File: config.mk
export PLATFORM = sky130hd
export DESIGN_NAME = frame_slot_seqlock_ring_top
export DESIGN_NICKNAME = d
export VERILOG_FILES = /design/src/design/fssr_pkg.sv /design/src/design/fssr_ram.sv /design/src/design/fssr_scan.sv /design/src/design/frame_slot_seqlock_ring_top.sv
export VERILOG_INCLUDE_DIRS = /design/src /design/src/design
export SDC_FILE = /design/constraint.sdc
export NUM_CORES = 2
export LEC_CHECK = 0
export ABC_CLOCK_PERIOD_IN_PS = 14900
export BUFFER_PORTS_ARGS = -buffer_cell sky130_fd_sc_hd__buf_4
export CAP_MARGIN = 20
export CORE_MARGIN = 4
export CORE_UTILIZATION = 38
export CTS_CLUSTER_DIAMETER = 40
export DETAILED_ROUTE_END_ITERATION = 8
export HOLD_SLACK_MARGIN = 0.03
export PLACE_DENSITY = 0.59
export SLEW_MARGIN = 20
export SYNTH_ARGS = -nofsm -noshare
export SYNTH_HDL_FRONTEND = slang
export SYNTH_SLANG_ARGS = --single-unit
File: constraint.sdc
create_clock -name clock -period 14.9 [get_ports clock]
set_clock_uncertainty 0.2 [all_clocks]
set_input_delay 0.745 -clock clock [delete_from_list [all_inputs] [get_ports clock]]
set_output_delay 0.745 -clock clock [all_outputs]
set_load 0.05 [all_outputs]
File: src/design/assert_macros.svh
// Assertion macros used by the ring top-level design file.
`ifndef ASSERT_MACROS_SVH
`define ASSERT_MACROS_SVH

// Same-cycle implication, checked at every rising clock edge out of reset
`define ASSERT_IMPLIES(label, clk, rst, ante, cons) \
   label: assert property (@(posedge clk) disable iff (rst) (ante) |-> (cons)) \
      else $error("implication check failed");

// Next-cycle implication
`define ASSERT_NEXT(label, clk, rst, ante, cons) \
   label: assert property (@(posedge clk) disable iff (rst) (ante) |=> (cons)) \
      else $error("next-cycle check failed");

`endif

File: src/design/fssr_pkg.sv
package fssr_pkg;

   // Ring geometry
   localparam int NUM_SLOTS = 8;
   localparam int SLOT_AW   = (NUM_SLOTS > 1) ? $clog2(NUM_SLOTS) : 1;

   // Field widths
   localparam int ACTION_W     = 3;
   localparam int SLOT_FIELD_W = 3;
   localparam int SEQ_W        = 32;
   localparam int TIME_W       = 64;
   localparam int ENTRY_W      = SEQ_W + TIME_W;

   // Request tdata layout: slot_index, frame_time, tolerance, closest, view_seq
   localparam int REQ_SLOT_LSB    = 0;
   localparam int REQ_TIME_LSB    = REQ_SLOT_LSB + SLOT_FIELD_W;
   localparam int REQ_TOL_LSB     = REQ_TIME_LSB + TIME_W;
   localparam int REQ_CLOSEST_BIT = REQ_TOL_LSB + TIME_W;
   localparam int REQ_VSEQ_LSB    = REQ_CLOSEST_BIT + 1;
   localparam int REQ_FIELDS_W    = REQ_VSEQ_LSB + SEQ_W;
   localparam int REQ_DATA_W      = ((REQ_FIELDS_W + 7) / 8) * 8;

   // Response tdata layout: result_slot, result_seq, result_time
   localparam int RSP_FIELDS_W = SLOT_FIELD_W + SEQ_W + TIME_W;
   localparam int RSP_DATA_W   = ((RSP_FIELDS_W + 7) / 8) * 8;
   localparam int RSP_PAD_W    = RSP_DATA_W - RSP_FIELDS_W;

   typedef enum logic [ACTION_W-1:0] {
      ACT_ACQUIRE = 3'd0,
      ACT_COMMIT  = 3'd1,
      ACT_VIEW    = 3'd2,
      ACT_LOOKUP  = 3'd3,
      ACT_CHECK   = 3'd4
   } action_type;

   // Control from the sequencer to the lookup scan unit
   typedef struct packed {
      logic               start;      // clear best match, new lookup
      logic               data_valid; // RAM read data belongs to the scan
      logic [SLOT_AW-1:0] index;      // slot of that read data
   } scan_ctl_type;

   // Best match found by the scan unit
   typedef struct packed {
      logic               found;
      logic [SLOT_AW-1:0] slot;
      logic [SEQ_W-1:0]   seq;
      logic [TIME_W-1:0]  stamp;
   } scan_best_type;

endpackage

File: src/design/fssr_ram.sv
module fssr_ram #(
   parameter int WIDTH = 8,
   parameter int DEPTH = 8,
   localparam int AW   = (DEPTH > 1) ? $clog2(DEPTH) : 1
) (
   input  logic             clock,
   input  logic             wr_en,
   input  logic [AW-1:0]    wr_addr,
   input  logic [WIDTH-1:0] wr_data,
   input  logic             rd_en,
   input  logic [AW-1:0]    rd_addr,
   output logic [WIDTH-1:0] rd_data
);

   logic [WIDTH-1:0] mem_ff [DEPTH];
   logic [WIDTH-1:0] rd_data_ff;

   // One write port, one registered read port
   always_ff @(posedge clock) begin
      if (wr_en) begin
         mem_ff[wr_addr] <= wr_data;
      end
      if (rd_en) begin
         rd_data_ff <= mem_ff[rd_addr];
      end
   end

   assign rd_data = rd_data_ff;

endmodule

File: src/design/fssr_scan.sv
module fssr_scan (
   input  logic                         clock,
   input  logic                         reset,
   input  fssr_pkg::scan_ctl_type       ctl,
   input  logic [fssr_pkg::TIME_W-1:0]  frame_time,
   input  logic [fssr_pkg::TIME_W-1:0]  tolerance,
   input  logic                         closest,
   input  logic [fssr_pkg::SEQ_W-1:0]   rd_seq,
   input  logic [fssr_pkg::TIME_W-1:0]  rd_time,
   output fssr_pkg::scan_best_type      best
);
   import fssr_pkg::*;

   // Stage 1: distance and candidate flag of one slot
   logic               s1_valid_ff, s1_valid_in;
   logic               s1_cand_ff;
   logic [TIME_W-1:0]  s1_diff_ff;
   logic [SLOT_AW-1:0] s1_idx_ff;
   logic [SEQ_W-1:0]   s1_seq_ff;
   logic [TIME_W-1:0]  s1_time_ff;

   // Stage 2: running best match
   logic               found_ff, found_in;
   logic [SLOT_AW-1:0] best_idx_ff;
   logic [TIME_W-1:0]  best_dist_ff;
   logic [SEQ_W-1:0]   best_seq_ff;
   logic [TIME_W-1:0]  best_time_ff;

   logic [TIME_W:0]    fwd_diff;
   logic [TIME_W-1:0]  rev_diff;
   logic [TIME_W-1:0]  abs_diff;
   logic               take;

   // Absolute difference: borrow of the forward subtract picks the direction
   always_comb begin
      fwd_diff = {1'b0, frame_time} - {1'b0, rd_time};
      rev_diff = rd_time - frame_time;
      abs_diff = fwd_diff[TIME_W] ? rev_diff : fwd_diff[TIME_W-1:0];
   end

   // First mode keeps the first hit; closest mode needs a strictly smaller distance
   assign take = s1_valid_ff && s1_cand_ff && (s1_diff_ff <= tolerance) &&
                 (!found_ff || (closest && (s1_diff_ff < best_dist_ff)));

   always_comb begin
      s1_valid_in = ctl.data_valid && !ctl.start;
      found_in    = ctl.start ? 1'b0 : (found_ff || take);
   end

   always_ff @(posedge clock) begin
      if (reset) begin
         s1_valid_ff <= 1'b0;
         found_ff    <= 1'b0;
      end else begin
         s1_valid_ff <= s1_valid_in;
         found_ff    <= found_in;
      end
      // skip never-written (zero) and odd slots
      s1_cand_ff <= (rd_seq != '0) && !rd_seq[0];
      s1_diff_ff <= abs_diff;
      s1_idx_ff  <= ctl.index;
      s1_seq_ff  <= rd_seq;
      s1_time_ff <= rd_time;
      if (take) begin
         best_idx_ff  <= s1_idx_ff;
         best_dist_ff <= s1_diff_ff;
         best_seq_ff  <= s1_seq_ff;
         best_time_ff <= s1_time_ff;
      end
   end

   always_comb begin
      best.found = found_ff;
      best.slot  = best_idx_ff;
      best.seq   = best_seq_ff;
      best.stamp = best_time_ff;
   end

endmodule

File: src/design/frame_slot_seqlock_ring_top.sv
// Channel | Direction | Handshake          | Payload
// req     | in        | req_tvalid/tready  | tuser action; tdata slot_index..view_seq
// rsp     | out       | rsp_tvalid/tready  | tuser ok; tdata result_slot..result_time
//
// Acquire, commit, view-latest and check-clean pass from request to response
// register through a RAM read, a read-modify-write and a load state.
// Lookup reads every slot in turn, drains the compare pipeline (DRAIN1,
// DRAIN2), picks the best match and loads it. Each ends back in idle.
// Reset is synchronous; per-slot written bits clear at once, so no RAM sweep.
// A new request is taken while an earlier response waits in the output register.
`include "assert_macros.svh"

module frame_slot_seqlock_ring_top (
   input  logic                              clock,
   input  logic                              reset,
   input  logic                              req_tvalid,
   output logic                              req_tready,
   // slot_index, frame_time, tolerance, closest, view_seq, zero pad
   input  logic [fssr_pkg::REQ_DATA_W-1:0]   req_tdata,
   // action
   input  logic [fssr_pkg::ACTION_W-1:0]     req_tuser,
   output logic                              rsp_tvalid,
   input  logic                              rsp_tready,
   // result_slot, result_seq, result_time, zero pad
   output logic [fssr_pkg::RSP_DATA_W-1:0]   rsp_tdata,
   // ok
   output logic [0:0]                        rsp_tuser
);
   import fssr_pkg::*;

   typedef enum logic [2:0] {
      S_IDLE, S_READ, S_EXEC, S_SCAN, S_DRAIN1, S_DRAIN2, S_PICK, S_SEND
   } state_type;

   state_type               state_ff, state_in;
   action_type              act_ff, act_in;
   logic [SLOT_FIELD_W-1:0] idx_ff, idx_in;
   logic [TIME_W-1:0]       time_ff, time_in;
   logic [TIME_W-1:0]       tol_ff, tol_in;
   logic                    closest_ff, closest_in;
   logic [SEQ_W-1:0]        vseq_ff, vseq_in;
   logic [SLOT_AW-1:0]      slot_ff, slot_in;
   logic [SLOT_AW-1:0]      wp_ff, wp_in;
   logic                    latest_valid_ff, latest_valid_in;
   logic [SLOT_AW-1:0]      latest_slot_ff, latest_slot_in;
   logic [NUM_SLOTS-1:0]    written_ff, written_in;
   logic                    rd_valid_ff, rd_valid_in;
   logic                    rd_pend_ff, rd_pend_in;
   logic [SLOT_AW-1:0]      rd_idx_ff, rd_idx_in;
   logic [SLOT_AW-1:0]      scan_cnt_ff, scan_cnt_in;
   logic                    res_ok_ff, res_ok_in;
   logic [SLOT_FIELD_W-1:0] res_slot_ff, res_slot_in;
   logic [SEQ_W-1:0]        res_seq_ff, res_seq_in;
   logic [TIME_W-1:0]       res_time_ff, res_time_in;
   logic                    rsp_valid_ff, rsp_valid_in;
   logic                    rsp_ok_ff, rsp_ok_in;
   logic [RSP_FIELDS_W-1:0] rsp_data_ff, rsp_data_in;

   logic                    ram_we;
   logic [SLOT_AW-1:0]      ram_waddr;
   logic [ENTRY_W-1:0]      ram_wdata;
   logic                    ram_re;
   logic [SLOT_AW-1:0]      ram_raddr;
   logic [ENTRY_W-1:0]      ram_rdata;
   logic [SEQ_W-1:0]        rd_seq;
   logic [TIME_W-1:0]       rd_time;
   logic [SEQ_W-1:0]        seq_inc;
   logic                    idx_ok;
   logic                    req_fire;
   scan_ctl_type            scan_ctl;
   scan_best_type           scan_best;

   fssr_ram #(
      .WIDTH (ENTRY_W),
      .DEPTH (NUM_SLOTS)
   ) u_ram (
      .clock   (clock),
      .wr_en   (ram_we),
      .wr_addr (ram_waddr),
      .wr_data (ram_wdata),
      .rd_en   (ram_re),
      .rd_addr (ram_raddr),
      .rd_data (ram_rdata)
   );

   fssr_scan u_scan (
      .clock      (clock),
      .reset      (reset),
      .ctl        (scan_ctl),
      .frame_time (time_ff),
      .tolerance  (tol_ff),
      .closest    (closest_ff),
      .rd_seq     (rd_seq),
      .rd_time    (rd_time),
      .best       (scan_best)
   );

   assign req_tready = (state_ff == S_IDLE);
   assign req_fire   = req_tvalid && req_tready;

   // Entries never written read as zero
   assign rd_seq  = rd_valid_ff ? ram_rdata[SEQ_W-1:0] : '0;
   assign rd_time = rd_valid_ff ? ram_rdata[ENTRY_W-1:SEQ_W] : '0;
   assign seq_inc = rd_seq + 1'b1;
   assign idx_ok  = (int'(idx_ff) < NUM_SLOTS);

   assign scan_ctl.start      = req_fire;
   assign scan_ctl.data_valid = rd_pend_ff;
   assign scan_ctl.index      = rd_idx_ff;

   // Sequencer and read-modify-write of one slot
   always_comb begin
      state_in        = state_ff;
      act_in          = act_ff;
      idx_in          = idx_ff;
      time_in         = time_ff;
      tol_in          = tol_ff;
      closest_in      = closest_ff;
      vseq_in         = vseq_ff;
      slot_in         = slot_ff;
      wp_in           = wp_ff;
      latest_valid_in = latest_valid_ff;
      latest_slot_in  = latest_slot_ff;
      written_in      = written_ff;
      rd_pend_in      = 1'b0;
      rd_idx_in       = rd_idx_ff;
      scan_cnt_in     = scan_cnt_ff;
      res_ok_in       = res_ok_ff;
      res_slot_in     = res_slot_ff;
      res_seq_in      = res_seq_ff;
      res_time_in     = res_time_ff;
      rsp_valid_in    = rsp_valid_ff && !rsp_tready;
      rsp_ok_in       = rsp_ok_ff;
      rsp_data_in     = rsp_data_ff;
      ram_we          = 1'b0;
      ram_waddr       = slot_ff;
      ram_wdata       = {rd_time, seq_inc};
      ram_re          = 1'b0;
      ram_raddr       = scan_cnt_ff;

      case (state_ff)
         S_IDLE: begin
            if (req_fire) begin
               act_in      = action_type'(req_tuser);
               idx_in      = req_tdata[REQ_SLOT_LSB +: SLOT_FIELD_W];
               time_in     = req_tdata[REQ_TIME_LSB +: TIME_W];
               tol_in      = req_tdata[REQ_TOL_LSB +: TIME_W];
               closest_in  = req_tdata[REQ_CLOSEST_BIT];
               vseq_in     = req_tdata[REQ_VSEQ_LSB +: SEQ_W];
               scan_cnt_in = '0;
               state_in    = (action_type'(req_tuser) == ACT_LOOKUP) ? S_SCAN : S_READ;
            end
         end
         S_READ: begin
            ram_re = 1'b1;
            case (act_ff)
               ACT_ACQUIRE: ram_raddr = wp_ff;
               ACT_VIEW:    ram_raddr = latest_slot_ff;
               default:     ram_raddr = SLOT_AW'(idx_ff);
            endcase
            slot_in  = ram_raddr;
            state_in = S_EXEC;
         end
         S_EXEC: begin
            res_ok_in   = 1'b0;
            res_slot_in = '0;
            res_seq_in  = '0;
            res_time_in = '0;
            case (act_ff)
               ACT_ACQUIRE: begin
                  ram_we      = 1'b1;
                  written_in[slot_ff] = 1'b1;
                  wp_in       = (wp_ff == SLOT_AW'(NUM_SLOTS - 1)) ? '0 : wp_ff + 1'b1;
                  res_ok_in   = 1'b1;
                  res_slot_in = SLOT_FIELD_W'(slot_ff);
                  res_seq_in  = seq_inc;
                  res_time_in = rd_time;
               end
               ACT_COMMIT: begin
                  if (idx_ok) begin
                     ram_we          = 1'b1;
                     ram_wdata       = {time_ff, seq_inc};
                     written_in[slot_ff] = 1'b1;
                     latest_valid_in = 1'b1;
                     latest_slot_in  = slot_ff;
                     res_ok_in       = 1'b1;
                     res_slot_in     = SLOT_FIELD_W'(slot_ff);
                     res_seq_in      = seq_inc;
                     res_time_in     = time_ff;
                  end
               end
               ACT_VIEW: begin
                  if (latest_valid_ff && !rd_seq[0]) begin
                     res_ok_in   = 1'b1;
                     res_slot_in = SLOT_FIELD_W'(slot_ff);
                     res_seq_in  = rd_seq;
                     res_time_in = rd_time;
                  end
               end
               ACT_CHECK: begin
                  if (idx_ok) begin
                     res_ok_in   = (rd_seq == vseq_ff) && !vseq_ff[0];
                     res_slot_in = SLOT_FIELD_W'(slot_ff);
                     res_seq_in  = rd_seq;
                     res_time_in = rd_time;
                  end
               end
               default: begin
                  res_ok_in = 1'b0;
               end
            endcase
            state_in = S_SEND;
         end
         S_SCAN: begin
            // one slot read per cycle
            ram_re     = 1'b1;
            ram_raddr  = scan_cnt_ff;
            rd_pend_in = 1'b1;
            rd_idx_in  = scan_cnt_ff;
            if (scan_cnt_ff == SLOT_AW'(NUM_SLOTS - 1)) begin
               state_in = S_DRAIN1;
            end else begin
               scan_cnt_in = scan_cnt_ff + 1'b1;
            end
         end
         S_DRAIN1: begin
            state_in = S_DRAIN2;
         end
         S_DRAIN2: begin
            state_in = S_PICK;
         end
         S_PICK: begin
            res_ok_in   = scan_best.found;
            res_slot_in = scan_best.found ? SLOT_FIELD_W'(scan_best.slot) : '0;
            res_seq_in  = scan_best.found ? scan_best.seq : '0;
            res_time_in = scan_best.found ? scan_best.stamp : '0;
            state_in    = S_SEND;
         end
         S_SEND: begin
            // move the result into the output register once it is free
            if (!rsp_valid_ff || rsp_tready) begin
               rsp_valid_in = 1'b1;
               rsp_ok_in    = res_ok_ff;
               rsp_data_in  = {res_time_ff, res_seq_ff, res_slot_ff};
               state_in     = S_IDLE;
            end
         end
         default: begin
            state_in = S_IDLE;
         end
      endcase
      rd_valid_in = written_ff[ram_raddr];
   end

   always_ff @(posedge clock) begin
      if (reset) begin
         state_ff        <= S_IDLE;
         wp_ff           <= '0;
         latest_valid_ff <= 1'b0;
         latest_slot_ff  <= '0;
         written_ff      <= '0;
         rd_pend_ff      <= 1'b0;
         rsp_valid_ff    <= 1'b0;
      end else begin
         state_ff        <= state_in;
         wp_ff           <= wp_in;
         latest_valid_ff <= latest_valid_in;
         latest_slot_ff  <= latest_slot_in;
         written_ff      <= written_in;
         rd_pend_ff      <= rd_pend_in;
         rsp_valid_ff    <= rsp_valid_in;
      end
      act_ff      <= act_in;
      idx_ff      <= idx_in;
      time_ff     <= time_in;
      tol_ff      <= tol_in;
      closest_ff  <= closest_in;
      vseq_ff     <= vseq_in;
      slot_ff     <= slot_in;
      rd_valid_ff <= rd_valid_in;
      rd_idx_ff   <= rd_idx_in;
      scan_cnt_ff <= scan_cnt_in;
      res_ok_ff   <= res_ok_in;
      res_slot_ff <= res_slot_in;
      res_seq_ff  <= res_seq_in;
      res_time_ff <= res_time_in;
      rsp_ok_ff   <= rsp_ok_in;
      rsp_data_ff <= rsp_data_in;
   end

   assign rsp_tvalid   = rsp_valid_ff;
   assign rsp_tuser[0] = rsp_ok_ff;
   assign rsp_tdata    = {{RSP_PAD_W{1'b0}}, rsp_data_ff};

   // RAM writes only in the modify cycle, never beside a read of the next request
   `ASSERT_IMPLIES(a_write_in_exec, clock, reset, ram_we, state_ff == S_EXEC)
   // A taken request always leaves the idle state
   `ASSERT_NEXT(a_req_leaves_idle, clock, reset, req_fire, state_ff != S_IDLE)
   // Written bits only ever get set
   `ASSERT_NEXT(a_written_grows, clock, reset, 1'b1,
                (written_ff & $past(written_ff)) == $past(written_ff))
   // Leaving the send state loads the output register
   `ASSERT_NEXT(a_send_loads, clock, reset,
                (state_ff == S_SEND) && (!rsp_valid_ff || rsp_tready), rsp_valid_ff)

endmodule

==> flow_metrics.tcl <==
set metrics [dict create \
    yosysWarnings 0 \
    grt_pass1_wl_um 278000 \
    routed_wl_um 188000 \
    met1_usage_pct 25.8 \
    design_area_mm2 0.0813 \
    fin_crit_sh_pct 40.5 \
    synth_ff_type "edfxtp_1" \
    setup_ws_ns 8.86 \
    crit_arrival_ns 6.60 \
    grt_overflow_total 0 \
    final_cells 8669 \
    place_congestion 0.888 \
    cts_root_buffer "clkbuf_16" \
    cts.sinks 1590 \
    cp-end-kind "register" \
    yosysMostFrequentCell "edfxtp_1" \
    max_freq_ghz 0.166 \
    finalNetCount 6548 \
    ys_ff_latch 1590 \
    cts.reportedPaths.clkPinSlew_ns 0.06 \
    cap_violations 0 \
    cp_data_required_time_ns 15.47 \
    first_pass_iters 5 \
    viasPerCell 5.21 \
    synth_top_area_share_pct 62.0 \
    fill_cells 15900 \
    hold_ws_ns 0.154 \
    crit_fanout 65 \
    die_h_um 431 \
    status "complete, no violations" \
    syn_to_final_growth_pct 19.6 \
    crit_path_top_delay_cell "a311oi_1" \
    synth_top_family_by_area "simple AND/OR/NAND/NOR gates" \
    synth-compound-area-share_pct 8.56 \
    cpLargestDelayFamily "compound AO/OA/AOI/OAI gates" \
    rsz0062_at_grt "false" \
    cts_buffers 206 \
    p_per_area_mw_per_mm2 164 \
    numPortBuffers 272 \
    met2_usage_pct 33.3 \
    setup_viol 0 \
    clock_latency_ns 0.85 \
    antenna_found_initial 0 \
    core_area_mm2 0.177 \
    power_mw 13.3 \
    final_core_util_pct 46.0 \
    h-tree-depth 4 \
    register_area_mm2 0.0459 \
    ys_top_cells_by_count "1403 x edfxtp_1, 1233 x nand2_1, 521 x nand3_1" \
    ys_seq_area_share_pct 67.5 \
    synth_area_leaders "edfxtp_1 62%, nand2_1 6.8%, dfxtp_1 5.5%" \
    synth_area_per_cell_um2 11.8 \
    rows 154 \
    drc 0 \
    busiest_layer "met2" \
    vias 45200 \
    tightestPinTransition_ns 1.13 \
    crit_chain "buf_4, nand2_1, ha_1, nand2_1, a211oi_1, or4_4, o211a_1, o2111ai_2, a311oi_1, or2_2, buf_4, mux2i_2, a22oi_1, o32ai_2, xnor2_1" \
    ant_nets 0 \
    synth.distinct_cells 86 \
    async_flop_share_pct 0 \
    netlist_area_mm2 0.0679 \
    synth_edf_count 1403 \
    leakagePower_nw 30.8 \
    grt_pass1_vias 44100 \
    grt_start_max_net_pins 199 \
    cts_setup_buffers 0 \
    start_kind "register" \
    multi_input_area_mm2 0.0200 \
    hp-class "reg -> reg" \
    synth_adder_area_share_pct 4.26 \
    cts_tree "built" \
    hpwlAfterDp_um 120000 \
    yosysTopAreaCell "edfxtp_1" \
    initial_core_util_pct 38.4 \
    drive_gt1_share_pct 11.7 \
    hold_viol_final 0 \
    placed_area_mm2 0.0723 \
    synthMuxAreaShare_pct 0.378 \
    grt_usage_pct 19.7 \
    worst-setup-path-type "reg -> reg" \
    wire_per_inst_um 21.6 \
    die_w_um 431 \
    vdd_drop_max_mv 0.102 \
    drv_slew 0 \
    place_inst 8102 \
    clockBufferDepth 3 \
    die_area_mm2 0.186 \
    grtUsageMet3_pct 2.65 \
    synth_cells 5743 \
    post-place-ws_ns 8.85 \
    synth_xor_xnor_area_share_pct 1.57 \
    finalCriticalPeriod_ns 6.04 \
    ios 282 \
    synthSimpleGateAreaFrac_pct 14.3 \
    drt_iter0_markers 4142 \
    crit_buf_inv 2 \
    slew_headroom_pct 24.0 \
    slowest_delay_ns 0.70 \
    setup_tns_ns 0 \
]
-- cells in the final DEF, fill, tap and decap left out, types with 15 or more instances in the layout --
cell type      count
mux2i_1           19
nor4_1            18
o21a_1            18
dfxtp_1          186
nand2_1         1233
a22o_1            15
clkinv_2          29
buf_4            323
a31oi_1           23
o21ai_1           22
nor2_1           172
inv_1            285
a21oi_1          195
edfxtp_1        1403
dlygate4sd3_1    170
and3_1            16
a22oi_1           80
o21ai_0          367
clkinvlp_4        21
ha_1             230
a211oi_1          19
nor2b_1           36
o21bai_1          30
clkbuf_1          19
clkinv_4          17
xnor2_1           84
o211ai_1          20
inv_6             28
nand2b_1          25
inv_8             15
xor2_1            38
clkbuf_16        209
nor3_1            30
nand4_1           76
a21o_1            84
nand3_1          521
or3_1             16
bufinv_16         17
-- flip-flops by register name (all words and copies together) (netlist names), 8 cells and up --
name,flops
u_scan.s1_diff_ff,64
vseq_ff,32
u_ram.rd_data,96
u_scan.best_seq_ff,32
u_ram.mem_ff,768
time_ff,64
written_ff,8
rsp_data_ff,99
u_scan.best_dist_ff,64
res_time_ff,64
u_scan.s1_seq_ff,32
u_scan.best_time_ff,64
tol_ff,64
res_seq_ff,32
u_scan.s1_time_ff,64
-- layout make-up --
cell class,instances,share of cell area [%]
Clock inverter,154,2.18
Tap cell,2340,3.60
Inverter,287,1.33
Antenna cell,3,0.00924
Sequential cell,1590,56.4
Timing Repair Buffer,498,5.16
Multi-Input combinational cell,3559,24.6
Clock buffer,238,6.69
-- timing repair --
action / 4_1_cts / 5_1_grt
resized for setup: 0 / 0
endpoints found under the hold margin: 183 / 0
hold buffers: 170 / 0
-- worst paths after layout --
check,end,startpoint,slack (ns),cells after the start
worst min register to register,u_scan.s1_idx_ff[2]$_DFF_P_,rd_idx_ff[2]$_DFFE_PP_,0.15,0
worst min-delay path,u_scan.s1_idx_ff[2]$_DFF_P_,rd_idx_ff[2]$_DFFE_PP_,0.15,0
worst max-delay path,u_scan.s1_diff_ff[48]$_DFF_P_,rd_valid_ff$_DFF_P_,8.86,15
worst max register to register,u_scan.s1_diff_ff[48]$_DFF_P_,rd_valid_ff$_DFF_P_,8.86,15
-- where the power goes --
group	internal [mW]	leakage, nW	switching (mW)	total, mW
clock network	2.99	3.48	2.03	5.02
logic	0.878	12.8	1.80	2.68
registers	5.37	14.5	0.246	5.62
total	9.24	30.8	4.08	13.3
-- cell families (layout without fill, tap and decap cells) --
group,after synthesis,count (layout)
multiplexers,25,25
XOR/XNOR,122,122
AO/OA/AOI/OAI,960,960
other,1,8
adder cells (fa/ha/maj),231,231
flip-flops,1590,1590
AND/OR/NAND/NOR,2216,2216
buffers and inverters,598,1177
-- layer usage --
layer	wire length [µm]	part of all wire, %	vias up
li1	-	-	21500
met1	80400	43	22100
met2	91500	49	1297
met3	8910	4.7	308
met4	6900	3.7	0
met5	0	0	-
No activity file was read; power rests on OpenSTA's default activity.
